### config.mk
export PLATFORM = sky130hd
export DESIGN_NAME = crc_checked_frame_decoder_top
export DESIGN_NICKNAME = d
export VERILOG_FILES = /design/src/rtl/ccfd_pkg.sv /design/src/rtl/ccfd_front.sv /design/src/rtl/ccfd_queue.sv /design/src/rtl/ccfd_back.sv /design/src/rtl/crc_checked_frame_decoder_top.sv
export SDC_FILE = /design/constraint.sdc
export NUM_CORES = 1
export LEC_CHECK = 0
export CAP_MARGIN = 15
export CORE_AREA = 4 4 230 232
export CTS_BUF_LIST = sky130_fd_sc_hd__clkbuf_16
export CTS_CLUSTER_DIAMETER = 60
export DETAILED_ROUTE_END_ITERATION = 8
export DIE_AREA = 0 0 234 236
export DONT_BUFFER_PORTS = 1
export PLACE_DENSITY = 0.63
export REMOVE_ABC_BUFFERS = 1
export SLEW_MARGIN = 20
export SYNTH_ARGS = -nofsm -noshare
export SYNTH_HDL_FRONTEND = slang
export SYNTH_HIERARCHICAL = 1
export SYNTH_SLANG_ARGS = --single-unit
### constraint.sdc
create_clock -name aclk -period 4.9 [get_ports aclk]
set_input_delay 0 -clock aclk [delete_from_list [all_inputs] [get_ports aclk]]
set_output_delay 0 -clock aclk [all_outputs]
set_load 0.01 [all_outputs]
### src/rtl/ccfd_pkg.sv
`timescale 1ns / 1ps
// ----------------------------------------------------------------------------
// Framed message decoder package
// Types, frame layout constants and the CRC-32 byte step.
// ----------------------------------------------------------------------------
package ccfd_pkg;

    localparam int OUT_DATA_W = 64;

    localparam logic [8:0]  POS_VERSION     = 9'd4;
    localparam logic [8:0]  POS_ID_FIRST    = 9'd5;
    localparam logic [8:0]  POS_LEN_LO      = 9'd9;
    localparam logic [8:0]  POS_LEN_HI      = 9'd10;
    localparam logic [8:0]  HEADER_BYTES    = 9'd11;
    localparam logic [16:0] MIN_FRAME_BYTES = 17'd15;
    localparam logic [8:0]  COUNT_MAX       = 9'd511;
    localparam logic [8:0]  EMIT_LIMIT      = 9'd255;

    localparam logic [31:0] MAGIC_WORD    = 32'h5042_3358;
    localparam logic [7:0]  FRAME_VERSION = 8'h01;
    localparam logic [31:0] CRC_POLY      = 32'hEDB8_8320;
    localparam logic [31:0] CRC_INIT      = 32'hFFFF_FFFF;

    localparam logic [20:0] CP_MAX        = 21'h10_FFFF;
    localparam logic [20:0] CP_SURR_LO    = 21'h00_D800;
    localparam logic [20:0] CP_SURR_HI    = 21'h00_DFFF;
    localparam logic [20:0] CP_MIN_TWO    = 21'h00_0080;
    localparam logic [20:0] CP_MIN_THREE  = 21'h00_0800;
    localparam logic [20:0] CP_MIN_FOUR   = 21'h01_0000;
    localparam logic [7:0]  LEAD_ASCII_MAX = 8'h7F;
    localparam logic [7:0]  LEAD_TWO_MIN   = 8'hC2;
    localparam logic [7:0]  LEAD_TWO_MAX   = 8'hDF;
    localparam logic [7:0]  LEAD_THREE_MIN = 8'hE0;
    localparam logic [7:0]  LEAD_THREE_MAX = 8'hEF;
    localparam logic [7:0]  LEAD_FOUR_MIN  = 8'hF0;
    localparam logic [7:0]  LEAD_FOUR_MAX  = 8'hF4;

    localparam logic KIND_PAYLOAD = 1'b0;
    localparam logic KIND_VERDICT = 1'b1;

    typedef enum logic [2:0] {
        CLS_MAGIC,
        CLS_VERSION,
        CLS_ID,
        CLS_LEN_LO,
        CLS_LEN_HI,
        CLS_PAYLOAD,
        CLS_TRAILER
    } ccfd_class_t;

    typedef enum logic [2:0] {
        ST_ACCEPTED    = 3'd0,
        ST_BAD_MAGIC   = 3'd1,
        ST_BAD_VERSION = 3'd2,
        ST_BAD_LENGTH  = 3'd3,
        ST_BAD_CRC     = 3'd4
    } ccfd_status_t;

    typedef struct packed {
        logic [7:0]  data;
        logic        last;
        ccfd_class_t cls;
        logic [1:0]  sub;
        logic        emit;
        logic [7:0]  pidx;
        logic [15:0] decl;
        logic [8:0]  total;
    } ccfd_item_t;

    typedef struct packed {
        logic [1:0]  pending;
        logic [20:0] acc;
        logic [1:0]  min_class;
        logic        bad;
    } ccfd_utf8_t;

    function automatic logic [31:0] crc32_byte(input logic [31:0] crc_in,
                                               input logic [7:0]  b);
        logic [31:0] c;
        c = crc_in ^ {24'h000000, b};
        for (int k = 0; k < 8; k++) begin
            c = (c >> 1) ^ (CRC_POLY & {32{c[0]}});
        end
        return c;
    endfunction

endpackage

### src/rtl/ccfd_front.sv
`timescale 1ns / 1ps
// ----------------------------------------------------------------------------
// Decoder front end
// Tracks frame position and declared length, tags each byte with its role.
// ----------------------------------------------------------------------------
module ccfd_front import ccfd_pkg::*; (
    input  logic        aclk,
    input  logic        aresetn,
    input  logic        s_axis_tvalid,
    output logic        s_axis_tready,
    input  logic [7:0]  s_axis_tdata,
    input  logic        s_axis_tlast,
    output logic        push_valid,
    input  logic        push_ready,
    output ccfd_item_t  push_item
);

    logic [8:0]  count_reg, count_next, count_inc, pay_idx;
    logic [15:0] decl_reg, decl_next;
    logic        push;

    assign push          = s_axis_tvalid && push_ready;
    assign s_axis_tready = push_ready;
    assign push_valid    = s_axis_tvalid;
    assign pay_idx       = count_reg - HEADER_BYTES;
    assign count_inc     = (count_reg < COUNT_MAX) ? count_reg + 9'd1 : COUNT_MAX;

    always_comb begin
        decl_next      = decl_reg;
        push_item      = '0;
        push_item.data = s_axis_tdata;
        push_item.last = s_axis_tlast;
        push_item.cls  = CLS_TRAILER;
        if (count_reg < POS_VERSION) begin
            push_item.cls = CLS_MAGIC;
            push_item.sub = count_reg[1:0];
        end else if (count_reg == POS_VERSION) begin
            push_item.cls = CLS_VERSION;
        end else if (count_reg < POS_LEN_LO) begin
            push_item.cls = CLS_ID;
            push_item.sub = 2'(count_reg - POS_ID_FIRST);
        end else if (count_reg == POS_LEN_LO) begin
            push_item.cls = CLS_LEN_LO;
            decl_next     = {8'h00, s_axis_tdata};
        end else if (count_reg == POS_LEN_HI) begin
            push_item.cls = CLS_LEN_HI;
            decl_next     = {s_axis_tdata, decl_reg[7:0]};
        end else if ({7'h00, pay_idx} < decl_reg) begin
            push_item.cls  = CLS_PAYLOAD;
            push_item.emit = (pay_idx < EMIT_LIMIT);
            push_item.pidx = pay_idx[7:0];
        end
        push_item.decl  = decl_next;
        push_item.total = count_inc;
    end

    always_comb begin
        count_next = count_reg;
        if (push) begin
            count_next = s_axis_tlast ? 9'd0 : count_inc;
        end
    end

    always_ff @(posedge aclk) begin
        if (!aresetn) begin
            count_reg <= '0;
            decl_reg  <= '0;
        end else begin
            count_reg <= count_next;
            if (push) begin
                decl_reg <= s_axis_tlast ? 16'h0000 : decl_next;
            end
        end
    end

endmodule

### src/rtl/ccfd_queue.sv
`timescale 1ns / 1ps
// ----------------------------------------------------------------------------
// Decoder item queue
// Small first-in first-out buffer between the front and back ends.
// ----------------------------------------------------------------------------
module ccfd_queue import ccfd_pkg::*; #(
    parameter int DEPTH = 4
) (
    input  logic       aclk,
    input  logic       aresetn,
    input  logic       push_valid,
    output logic       push_ready,
    input  ccfd_item_t push_item,
    output logic       pop_valid,
    input  logic       pop_ready,
    output ccfd_item_t pop_item
);

    localparam int PTR_W = $clog2(DEPTH);
    localparam int CNT_W = $clog2(DEPTH + 1);
    localparam logic [PTR_W-1:0] PTR_LAST = PTR_W'(DEPTH - 1);
    localparam logic [CNT_W-1:0] CNT_FULL = CNT_W'(DEPTH);

    ccfd_item_t       mem_reg [DEPTH];
    logic [PTR_W-1:0] wr_ptr_reg, rd_ptr_reg;
    logic [CNT_W-1:0] count_reg;
    logic             push, pop;

    assign push_ready = (count_reg != CNT_FULL);
    assign pop_valid  = (count_reg != '0);
    assign pop_item   = mem_reg[rd_ptr_reg];
    assign push       = push_valid && push_ready;
    assign pop        = pop_valid && pop_ready;

    always_ff @(posedge aclk) begin
        if (push) begin
            mem_reg[wr_ptr_reg] <= push_item;
        end
    end

    always_ff @(posedge aclk) begin
        if (!aresetn) begin
            wr_ptr_reg <= '0;
            rd_ptr_reg <= '0;
            count_reg  <= '0;
        end else begin
            if (push) begin
                wr_ptr_reg <= (wr_ptr_reg == PTR_LAST) ? '0 : wr_ptr_reg + 1'b1;
            end
            if (pop) begin
                rd_ptr_reg <= (rd_ptr_reg == PTR_LAST) ? '0 : rd_ptr_reg + 1'b1;
            end
            case ({push, pop})
                2'b10:   count_reg <= count_reg + 1'b1;
                2'b01:   count_reg <= count_reg - 1'b1;
                default: count_reg <= count_reg;
            endcase
        end
    end

endmodule

### src/rtl/ccfd_back.sv
`timescale 1ns / 1ps
// ----------------------------------------------------------------------------
// Decoder back end
// Runs header checks, CRC-32 and UTF-8 validation; drives the result beat.
// ----------------------------------------------------------------------------
module ccfd_back import ccfd_pkg::*; (
    input  logic                  aclk,
    input  logic                  aresetn,
    input  logic [7:0]            max_len,
    input  logic                  item_valid,
    output logic                  item_pop,
    input  ccfd_item_t            item,
    output logic                  m_axis_tvalid,
    input  logic                  m_axis_tready,
    output logic [OUT_DATA_W-1:0] m_axis_tdata,
    output logic                  m_axis_tuser
);

    logic                  magic_ok_reg, magic_ok_next;
    logic                  version_ok_reg, version_ok_next;
    logic [31:0]           id_reg, id_next;
    logic [31:0]           crc_reg, crc_next;
    logic [31:0]           rx_crc_reg, rx_crc_next;
    ccfd_utf8_t            utf_reg, utf_next;
    logic                  out_valid_reg;
    logic [OUT_DATA_W-1:0] out_data_reg, out_data_next;
    logic                  out_kind_reg, out_kind_next;
    logic                  slot_free, produce;
    logic [20:0]           acc_sh, cp_min;
    logic                  len_bad, crc_bad, has_id;
    ccfd_status_t          status;
    logic [7:0]            b;

    assign b         = item.data;
    assign slot_free = !out_valid_reg || m_axis_tready;
    assign item_pop  = item_valid && slot_free;
    assign produce   = item.last || item.emit;
    assign acc_sh    = {utf_reg.acc[14:0], b[5:0]};

    always_comb begin
        case (utf_reg.min_class)
            2'd0:    cp_min = CP_MIN_TWO;
            2'd1:    cp_min = CP_MIN_THREE;
            default: cp_min = CP_MIN_FOUR;
        endcase
    end

    // Per-byte state update
    always_comb begin
        magic_ok_next   = magic_ok_reg;
        version_ok_next = version_ok_reg;
        id_next         = id_reg;
        crc_next        = crc_reg;
        rx_crc_next     = rx_crc_reg;
        utf_next        = utf_reg;
        case (item.cls)
            CLS_MAGIC: begin
                if (b != MAGIC_WORD[8*item.sub +: 8]) magic_ok_next = 1'b0;
            end
            CLS_VERSION: begin
                if (b != FRAME_VERSION) version_ok_next = 1'b0;
            end
            CLS_ID: begin
                id_next[8*item.sub +: 8] = id_reg[8*item.sub +: 8] | b;
            end
            CLS_PAYLOAD: begin
                crc_next = crc32_byte(crc_reg, b);
                if (!utf_reg.bad) begin
                    if (utf_reg.pending == 2'd0) begin
                        if (b <= LEAD_ASCII_MAX) begin
                            utf_next = utf_reg;
                        end else if (b >= LEAD_TWO_MIN && b <= LEAD_TWO_MAX) begin
                            utf_next.acc       = {16'h0000, b[4:0]};
                            utf_next.pending   = 2'd1;
                            utf_next.min_class = 2'd0;
                        end else if (b >= LEAD_THREE_MIN && b <= LEAD_THREE_MAX) begin
                            utf_next.acc       = {17'h00000, b[3:0]};
                            utf_next.pending   = 2'd2;
                            utf_next.min_class = 2'd1;
                        end else if (b >= LEAD_FOUR_MIN && b <= LEAD_FOUR_MAX) begin
                            utf_next.acc       = {18'h00000, b[2:0]};
                            utf_next.pending   = 2'd3;
                            utf_next.min_class = 2'd2;
                        end else begin
                            utf_next.bad = 1'b1;
                        end
                    end else if (b[7:6] != 2'b10) begin
                        utf_next.bad = 1'b1;
                    end else begin
                        utf_next.acc     = acc_sh;
                        utf_next.pending = utf_reg.pending - 2'd1;
                        if (utf_reg.pending == 2'd1) begin
                            if (acc_sh < cp_min || acc_sh > CP_MAX ||
                                (acc_sh >= CP_SURR_LO && acc_sh <= CP_SURR_HI)) begin
                                utf_next.bad = 1'b1;
                            end
                        end
                    end
                end
            end
            CLS_TRAILER: begin
                rx_crc_next = {b, rx_crc_reg[31:8]};
            end
            default: begin
                magic_ok_next = magic_ok_reg;
            end
        endcase
    end

    // Frame verdict
    always_comb begin
        len_bad = ({8'h00, max_len} < item.decl) ||
                  ({8'h00, item.total} != MIN_FRAME_BYTES + {1'b0, item.decl}) ||
                  utf_next.bad || (utf_next.pending != 2'd0);
        crc_bad = ((crc_next ^ CRC_INIT) != rx_crc_next);
        has_id  = (item.total >= HEADER_BYTES);
        if ({8'h00, item.total} < MIN_FRAME_BYTES) begin
            status = ST_BAD_LENGTH;
        end else if (!magic_ok_next) begin
            status = ST_BAD_MAGIC;
        end else if (!version_ok_next) begin
            status = ST_BAD_VERSION;
        end else if (len_bad) begin
            status = ST_BAD_LENGTH;
        end else if (crc_bad) begin
            status = ST_BAD_CRC;
        end else begin
            status = ST_ACCEPTED;
        end
    end

    // Result beat: payload_byte, payload_index, status, has_message_id,
    // message_id, payload_length from bit 0 up
    always_comb begin
        out_data_next = '0;
        if (item.last) begin
            out_kind_next        = KIND_VERDICT;
            out_data_next[18:16] = status;
            out_data_next[19]    = has_id;
            out_data_next[51:20] = has_id ? id_next : 32'h0000_0000;
            out_data_next[59:52] = (status == ST_ACCEPTED) ? item.decl[7:0] : 8'h00;
        end else begin
            out_kind_next        = KIND_PAYLOAD;
            out_data_next[7:0]   = b;
            out_data_next[15:8]  = item.pidx;
        end
    end

    always_ff @(posedge aclk) begin
        if (!aresetn) begin
            magic_ok_reg   <= 1'b1;
            version_ok_reg <= 1'b1;
            id_reg         <= '0;
            crc_reg        <= CRC_INIT;
            rx_crc_reg     <= '0;
            utf_reg        <= '0;
            out_valid_reg  <= 1'b0;
        end else begin
            if (item_pop) begin
                if (item.last) begin
                    magic_ok_reg   <= 1'b1;
                    version_ok_reg <= 1'b1;
                    id_reg         <= '0;
                    crc_reg        <= CRC_INIT;
                    rx_crc_reg     <= '0;
                    utf_reg        <= '0;
                end else begin
                    magic_ok_reg   <= magic_ok_next;
                    version_ok_reg <= version_ok_next;
                    id_reg         <= id_next;
                    crc_reg        <= crc_next;
                    rx_crc_reg     <= rx_crc_next;
                    utf_reg        <= utf_next;
                end
            end
            if (slot_free) begin
                out_valid_reg <= item_pop && produce;
            end
        end
    end

    always_ff @(posedge aclk) begin
        if (slot_free) begin
            out_data_reg <= out_data_next;
            out_kind_reg <= out_kind_next;
        end
    end

    assign m_axis_tvalid = out_valid_reg;
    assign m_axis_tdata  = out_data_reg;
    assign m_axis_tuser  = out_kind_reg;

endmodule

### src/rtl/crc_checked_frame_decoder_top.sv
`timescale 1ns / 1ps
// ----------------------------------------------------------------------------
// CRC-checked framed message decoder
// Takes a frame one byte a beat, passes payload bytes out and ends each frame
// with one verdict beat (magic, version, length, UTF-8 and CRC-32 checks).
// Sustains one byte per clock unless the result channel stalls: the front
// end tags each byte with its role in the frame, a FIFO_DEPTH-entry queue
// decouples it from the back end, and the back end folds one byte per cycle
// through an unrolled eight-bit CRC-32 step and the UTF-8 checker. Results
// leave through an output register. No clearing pass after reset.
// ----------------------------------------------------------------------------
module crc_checked_frame_decoder_top import ccfd_pkg::*; #(
    parameter int FIFO_DEPTH = 4
) (
    input  logic                  aclk,
    input  logic                  aresetn,
    input  logic                  s_axis_tvalid,
    output logic                  s_axis_tready,
    input  logic [7:0]            s_axis_tdata,  // data_byte
    input  logic                  s_axis_tlast,
    output logic                  m_axis_tvalid,
    input  logic                  m_axis_tready,
    // payload_byte[7:0], payload_index[15:8], status[18:16],
    // has_message_id[19], message_id[51:20], payload_length[59:52], zero pad
    output logic [OUT_DATA_W-1:0] m_axis_tdata,
    output logic                  m_axis_tuser,  // kind
    input  logic                  cfg_valid,
    output logic                  cfg_ready,
    input  logic [7:0]            cfg_data       // max_payload_len
);

    logic       cfg_write;
    logic [7:0] max_len_q_reg;
    logic       push_valid, push_ready, pop_valid, pop_ready;
    ccfd_item_t push_item, pop_item;

    assign cfg_ready = 1'b1;
    assign cfg_write = cfg_valid && cfg_ready;

    always_ff @(posedge aclk) begin
        if (!aresetn) begin
            max_len_q_reg <= 8'hFF;
        end else if (cfg_write) begin
            max_len_q_reg <= cfg_data;
        end
    end

    ccfd_front u_front (
        .aclk          (aclk),
        .aresetn       (aresetn),
        .s_axis_tvalid (s_axis_tvalid),
        .s_axis_tready (s_axis_tready),
        .s_axis_tdata  (s_axis_tdata),
        .s_axis_tlast  (s_axis_tlast),
        .push_valid    (push_valid),
        .push_ready    (push_ready),
        .push_item     (push_item)
    );

    ccfd_queue #(
        .DEPTH (FIFO_DEPTH)
    ) u_queue (
        .aclk       (aclk),
        .aresetn    (aresetn),
        .push_valid (push_valid),
        .push_ready (push_ready),
        .push_item  (push_item),
        .pop_valid  (pop_valid),
        .pop_ready  (pop_ready),
        .pop_item   (pop_item)
    );

    ccfd_back u_back (
        .aclk          (aclk),
        .aresetn       (aresetn),
        .max_len       (max_len_q_reg),
        .item_valid    (pop_valid),
        .item_pop      (pop_ready),
        .item          (pop_item),
        .m_axis_tvalid (m_axis_tvalid),
        .m_axis_tready (m_axis_tready),
        .m_axis_tdata  (m_axis_tdata),
        .m_axis_tuser  (m_axis_tuser)
    );

endmodule

# Word level (Yosys, flattened, before mapping)
# Memory sizes are Yosys's and may differ from the RTL's. A register that Yosys moved wholly into a read port is not among the register bits.
# Cells that the tools add are included.
# classes
n_eq_ne,24
magnitude_cmp,19
bitwise,11
n_addsub,10
shifts,4
muxes,65
reduce_logical,30
# op_table
operator,n
bitwise XOR 31 x 32 -> 32 bit,8
2-to-1 mux 32 bit,6
2-to-1 mux 26 bit,4
2-to-1 mux 16 bit,6
2-to-1 mux 25 bit,3
2-to-1 mux 9 bit,7
2-to-1 mux 23 bit,2
negation 5 -> 34 bit,1
case mux 17 bit (2 select lines),1
"variable shift 8 x 34 -> 32 bit, first input constant",1
indexed part select 8 x 34 -> 32 bit,1
bitwise mux 32 bit,1
!= test 32 bit,1
inverter 32 bit,1
indexed part select 32 x 6 -> 8 bit,1
"indexed part select 32 x 6 -> 8 bit, first input constant",1
bitwise XOR 32 x 8 -> 32 bit,1
"greater-or-equal comparator 8 bit, second input constant",3
"less-or-equal comparator 8 bit, second input constant",3
2-to-1 mux 3 bit,8
"greater-or-equal comparator 21 x 16 -> 1 bit, second input constant",1
"> comparator 21 bit, second input constant",1
"less-or-equal comparator 21 x 16 -> 1 bit, second input constant",1
< comparator 21 x 17 -> 1 bit,1
other kinds (47),99
# totals
memories,1
ramBits,192
register_bits,220
inputBits,22
elab_cells,185
# mem_list
memory,words,width,rd,rd_ports_with_merged_regs,write_ports,line,text
u_queue.mem_reg,4,48,1,1,1,ccfd_queue.sv:24,ccfd_item_t mem_reg [DEPTH];

# Longest topological paths before layout
# depth
ltp_word,19
mapped_depth,15
ltp_nobuf,12

# Modules after synthesis
# Netlist, hierarchy kept.
# modules_own_cells
mod,cells_each,seq_area_each_um2,instances,area_each_um2
ccfd_back,1326,4214.0,1,11329.6
ccfd_queue,306,5945.7,1,7414.6
ccfd_front,273,500.5,1,2183.3
crc_checked_frame_decoder_top,28,160.2,1,296.5

# Least setup slack after synthesis
# OpenSTA, ideal clock, no wires.
# synth_timing
kind,flip-flop to flip-flop
startpoint,"register u_back.out_valid_reg, in the netlist u_back/m_axis_tvalid"
endpoint,register u_queue.count_reg[2]
path_stages_with_launch,14
synth_period_minus_slack_ns,4.295
setup_slack_ns,0.605
n_path_buf,2
t_arrival_ns,4.220
setup_time_ns,0.076
required_time_ns,4.824
cell_sequence,dfxtp_1 -> nand2b_1 -> nand2_1 -> inv_1 -> clkbuf_1 -> buf_1 -> o31ai_1 -> inv_1 -> ha_1 -> inv_1 -> fa_1 -> xor2_1 -> or3_2 -> a21boi_0
# synth_via
elab_chain_len,6
# synth_lines
item,line,text
start: declaration,ccfd_back.sv:25,logic out_valid_reg;
start signal: assignment,ccfd_back.sv:177,out_valid_reg <= item_pop && produce;
zero test 1 bit (*),ccfd_back.sv:35,assign slot_free = !out_valid_reg || m_axis_tready;
logical OR 1 bit (*),ccfd_back.sv:35,
logical AND 1 bit (*),ccfd_back.sv:36,assign item_pop = item_valid && slot_free;
via pop_ready,crc_checked_frame_decoder_top.sv:34,"logic push_valid, push_ready, pop_valid, pop_ready;"
logical AND 1 bit (*),ccfd_queue.sv:33,assign pop = pop_valid && pop_ready;
via u_queue.pop,ccfd_queue.sv:27,"logic push, pop;"
equality test 2 x 1 -> 1 bit or equality test 2 bit (tied branches),ccfd_queue.sv:53,"case ({push, pop})"
case mux 3 bit (2 select lines) or nonzero test 2 bit (tied branches),-,
end signal: assignment,ccfd_queue.sv:54,2'b10: count_reg <= count_reg + 1'b1;
end signal: assignment,ccfd_queue.sv:55,2'b01: count_reg <= count_reg - 1'b1;
end signal: assignment,ccfd_queue.sv:56,default: count_reg <= count_reg;
end: declaration,ccfd_queue.sv:26,logic [CNT_W-1:0] count_reg;
# Mark *: on every way through the listed nets, which the timed path passes. The rest lies on a longest branch.
# A chain may end at the register's enable or synchronous reset.

==> summary.md <==
| Metric | Value |
|---|---|
| Starting Density | `0.416` |
| Post-synth top flop | `edfxtp_1` |
| Area of the core | `0.0510 mm^2` |
| Gate count after technology mapping | `1933` |
| Highest attainable clock frequency | `231 MHz` |
| Pin count of the biggest net entering global routing | `151` |
| Depth of the worst register-to-register path | `10` |
| Sequential group share of total power | `0.328` |
| Post-placement cell area | `0.0218 mm^2` |
| Final nets | `1976` |
| # setup viols final | `0` |
| Number of unique standard cell types used by synthesis | `92` |
| DR vias/cell | `5.75` |
| Clock network fraction of total power | `0.261` |
| Hold Path Stages | `1` |
| I/O pin cnt | `90` |
| DRT Pass-1 Iters | `6` |
| I/O Buffers | `0` |
| Hold Path Class | `primary input to register` |
| Clock Pin Slew Worst Setup and Hold Paths | `60 ps` |
| Sink Count | `414` |
| Critical path fanouts, max | `22` |
| Total Die Area | `0.0552 mm^2` |
| Width of the die | `234 um` |
| Non-Filler Cell Area, Final | `0.0237 mm^2` |
| RSZ-0062 raised after global routing | `no` |
| Commonest non-fill, non-tap cell in the layout | `nand2_1` |
| Number of levels the H-tree was split into | `2` |
| Start-to-end type of the worst setup path | `register to register` |
| Slew at the pin closest to its max-slew limit | `1040 ps` |
| Fillers | `4642` |
| Final Cycle Share | `0.883` |
| Total Power | `13.6 mW` |
| Detailed-route wire length | `57400 um` |
| Layout overhead on the synthesized area | `11.6%` |
| Global-route usage over all layers | `0.205` |
| WHS Endpoint | `u_queue/mem_reg[2][37]` |
| # DRC | `0` |
| FF+latch count, synth | `414` |
| WL/cell | `21.7 um` |
| Utilization of the core after routing | `0.464` |
| Number of flip-flops under the largest register name | `192` |
| Result of the run | `complete, no violations` |
| Root Buffer Master | `clkbuf_16` |
| Endpoint of the most critical register-to-register path | `u_back/m_axis_tdata[56]` |
| Final period demand of the worst path | `4330 ps` |
| Global-route wire length before repair | `88800 um` |
| TritonCTS Buffers | `49` |
| TritonCTS clock tree | `yes` |
| Switching share of total power | `0.400` |
| Net Switching | `5.43 mW` |
| Via count of the first global-routing pass | `15000` |
| Setup TNS after final layout | `0 ps` |
| Leading cell types in the layout, fill and taps excluded | `268 x nand2_1, 253 x edfxtp_1, 159 x dfxtp_1, 148 x a21oi_1, 76 x o21ai_0` |
| Min Hold Slack | `45.2 ps` |
| Warnings, synthesis | `6` |
| Clock Path Buffers | `3` |
| Routability congestion estimate from global placement | `0.917` |
| Final hold vios | `0` |
| Data required time of the critical path | `5370 ps` |
| Data arrival at the endpoint of the critical path | `4790 ps` |
| Antenna Violating Nets Remaining | `0` |
| Maximum VDD drop | `0.290 mV` |
| Via Count | `15200` |
| Clock Skew | `30.8 ps` |
| Insertion delay to the later sink of the worst-skew pair | `600 ps` |
| Initial DRC count | `1414` |
| Worst rel slew slack | `0.301` |
| Die Ht | `236 um` |
| Share of synthesized flip-flops with an asynchronous set or reset | `0` |
| Remaining Overflow, GRT | `0` |
| # rows | `83` |
| CP Launch Type | `register` |
| Sort of element at the end of the critical path | `register` |
| Share of final-layout standard cells stronger than drive strength 1 | `0.130` |
| Synth Area per Inst | `11.0 um^2` |
| Max Slew Vio Count | `0` |
| Max_cap viols | `0` |
| Number of synthesized flops with an enable pin | `253` |
| Number of antenna violations at the first check in global routing | `6` |
| Sequential area share after synthesis | `0.510` |
| Post-CTS Resized | `0` |
| Reg-to-reg slack, setup | `570 ps` |
| Power density normalized to cell area | `573 mW/mm^2` |
| Start point of the worst hold path | `s_axis_tvalid` |
| Leakage power of the design | `8.24 nW` |
| Detail Placement HPWL | `38600 um` |
| Cell internal power dissipation | `8.15 mW` |
| Power share of the combinational group | `0.411` |
| Total standard cell area after synthesis | `0.0212 mm^2` |
-- synthesized netlist by cell type (all sizes together), types with 5 or more instances --
library cell / instances / area share
clkbuf: 89 / 0.016
or4: 8 / 0.0028
buf: 60 / 0.018
xor2: 63 / 0.031
or3: 5 / 0.0016
nor3b: 5 / 0.0020
and4: 10 / 0.0041
and3b: 5 / 0.0021
edfxtp: 253 / 0.36
nand2b: 6 / 0.0018
a22o: 25 / 0.011
nand3: 32 / 0.0078
ha: 37 / 0.022
a22oi: 35 / 0.012
a21o: 7 / 0.0025
a21boi: 29 / 0.010
dfxtp: 161 / 0.15
nor2b: 62 / 0.018
nor3: 20 / 0.0052
o21ai: 79 / 0.019
and3: 6 / 0.0020
a31oi: 15 / 0.0044
nor4: 16 / 0.0075
mux4: 56 / 0.059
nand4: 9 / 0.0027
nand3b: 5 / 0.0018
nor2: 72 / 0.013
mux2i: 39 / 0.018
o22ai: 38 / 0.011
mux2: 11 / 0.0058
a211oi: 8 / 0.0031
o31ai: 8 / 0.0028
a21oi: 148 / 0.035
xnor2: 74 / 0.034
o22a: 9 / 0.0037
nand2: 269 / 0.048
or2: 11 / 0.0032
and2: 41 / 0.012
inv: 52 / 0.0092
-- worst max-delay path by stage --
stage                          from                      end  slack, ps  cells past startpoint
2_1_floorplan  u_back/m_axis_tvalid     u_queue/count_reg[2]      -1220                     11
4_1_cts                    register  u_back/m_axis_tdata[56]        610                     10
5_1_grt                    register  u_back/m_axis_tdata[58]        340                     11
6_report                   register  u_back/m_axis_tdata[56]        570                     10
3_3_place_gp               register  u_back/m_axis_tdata[52]        630                     10
3_5_place_dp               register  u_back/m_axis_tdata[56]        620                     10
-- timing repair --
action                    4_1_cts  5_1_grt
hold buffers                   30        0
hold endpoints to repair      273        0
buffers inserted                0        0
-- power by group through the flow --
stage               sequential, mW  combinational (mW)  clock (mW)
CTS                           4.47                5.54        3.64
floorplan                     4.49                3.72           0
finish                        4.45                5.58        3.54
detailed placement            4.54                5.46           0
global placement              4.53                5.46           0
global route                  4.50                5.96        3.78
-- layer usage --
metal  up-vias  global-route usage  wire (um)
li1       6984                   -          -
met1      7471               0.278      24300
met2       551               0.332      27500
met3       143              0.0331       3540
met4        10              0.0735       1940
met5         -                   0         49
-- kinds of logic after synthesis --
kind of cell / synth area share
AND/OR/NAND/NOR: 0.140
AO/OA/AOI/OAI: 0.131
multiplexers: 0.0837
flip-flops: 0.510
adder cells (fa/ha/maj): 0.0228
other: 0.000354
buffers and inverters: 0.0424
XOR/XNOR: 0.0700
-- cell type report --
cell class	count	area, um^2	share of cell area
flip-flops and latches	414	10800	0.457
multi-input cells	1321	9530	0.403
clock buffers	49	1230	0.0518
well taps	680	851	0.0359
repair buffers	78	678	0.0286
clock inverters	43	369	0.0156
inverters	52	195	0.00824
diodes	1	2.50	0.000106
-- metrics by stage --
| step | worst slack, ps | std cells |
|---|---|---|
| global placement | 630 | 2515 |
| CTS | 614 | 2637 |
| finish | 575 | 2638 |
| floorplan | -1220 | 1787 |
| detailed placement | 619 | 2515 |
| global route | 341 | 2638 |
-- critical path, stage by stage, from the launching register on --
cell and delay (ps):
dfxtp_4 630, mux4_2 620, xnor2_2 570, xnor2_2 310, xor2_1 390, xor2_1 340, a21oi_1 130, a211oi_1 220
nand4_1 200, nor4_4 510, and4_1 270
No activity file was read; power rests on OpenSTA's default activity.
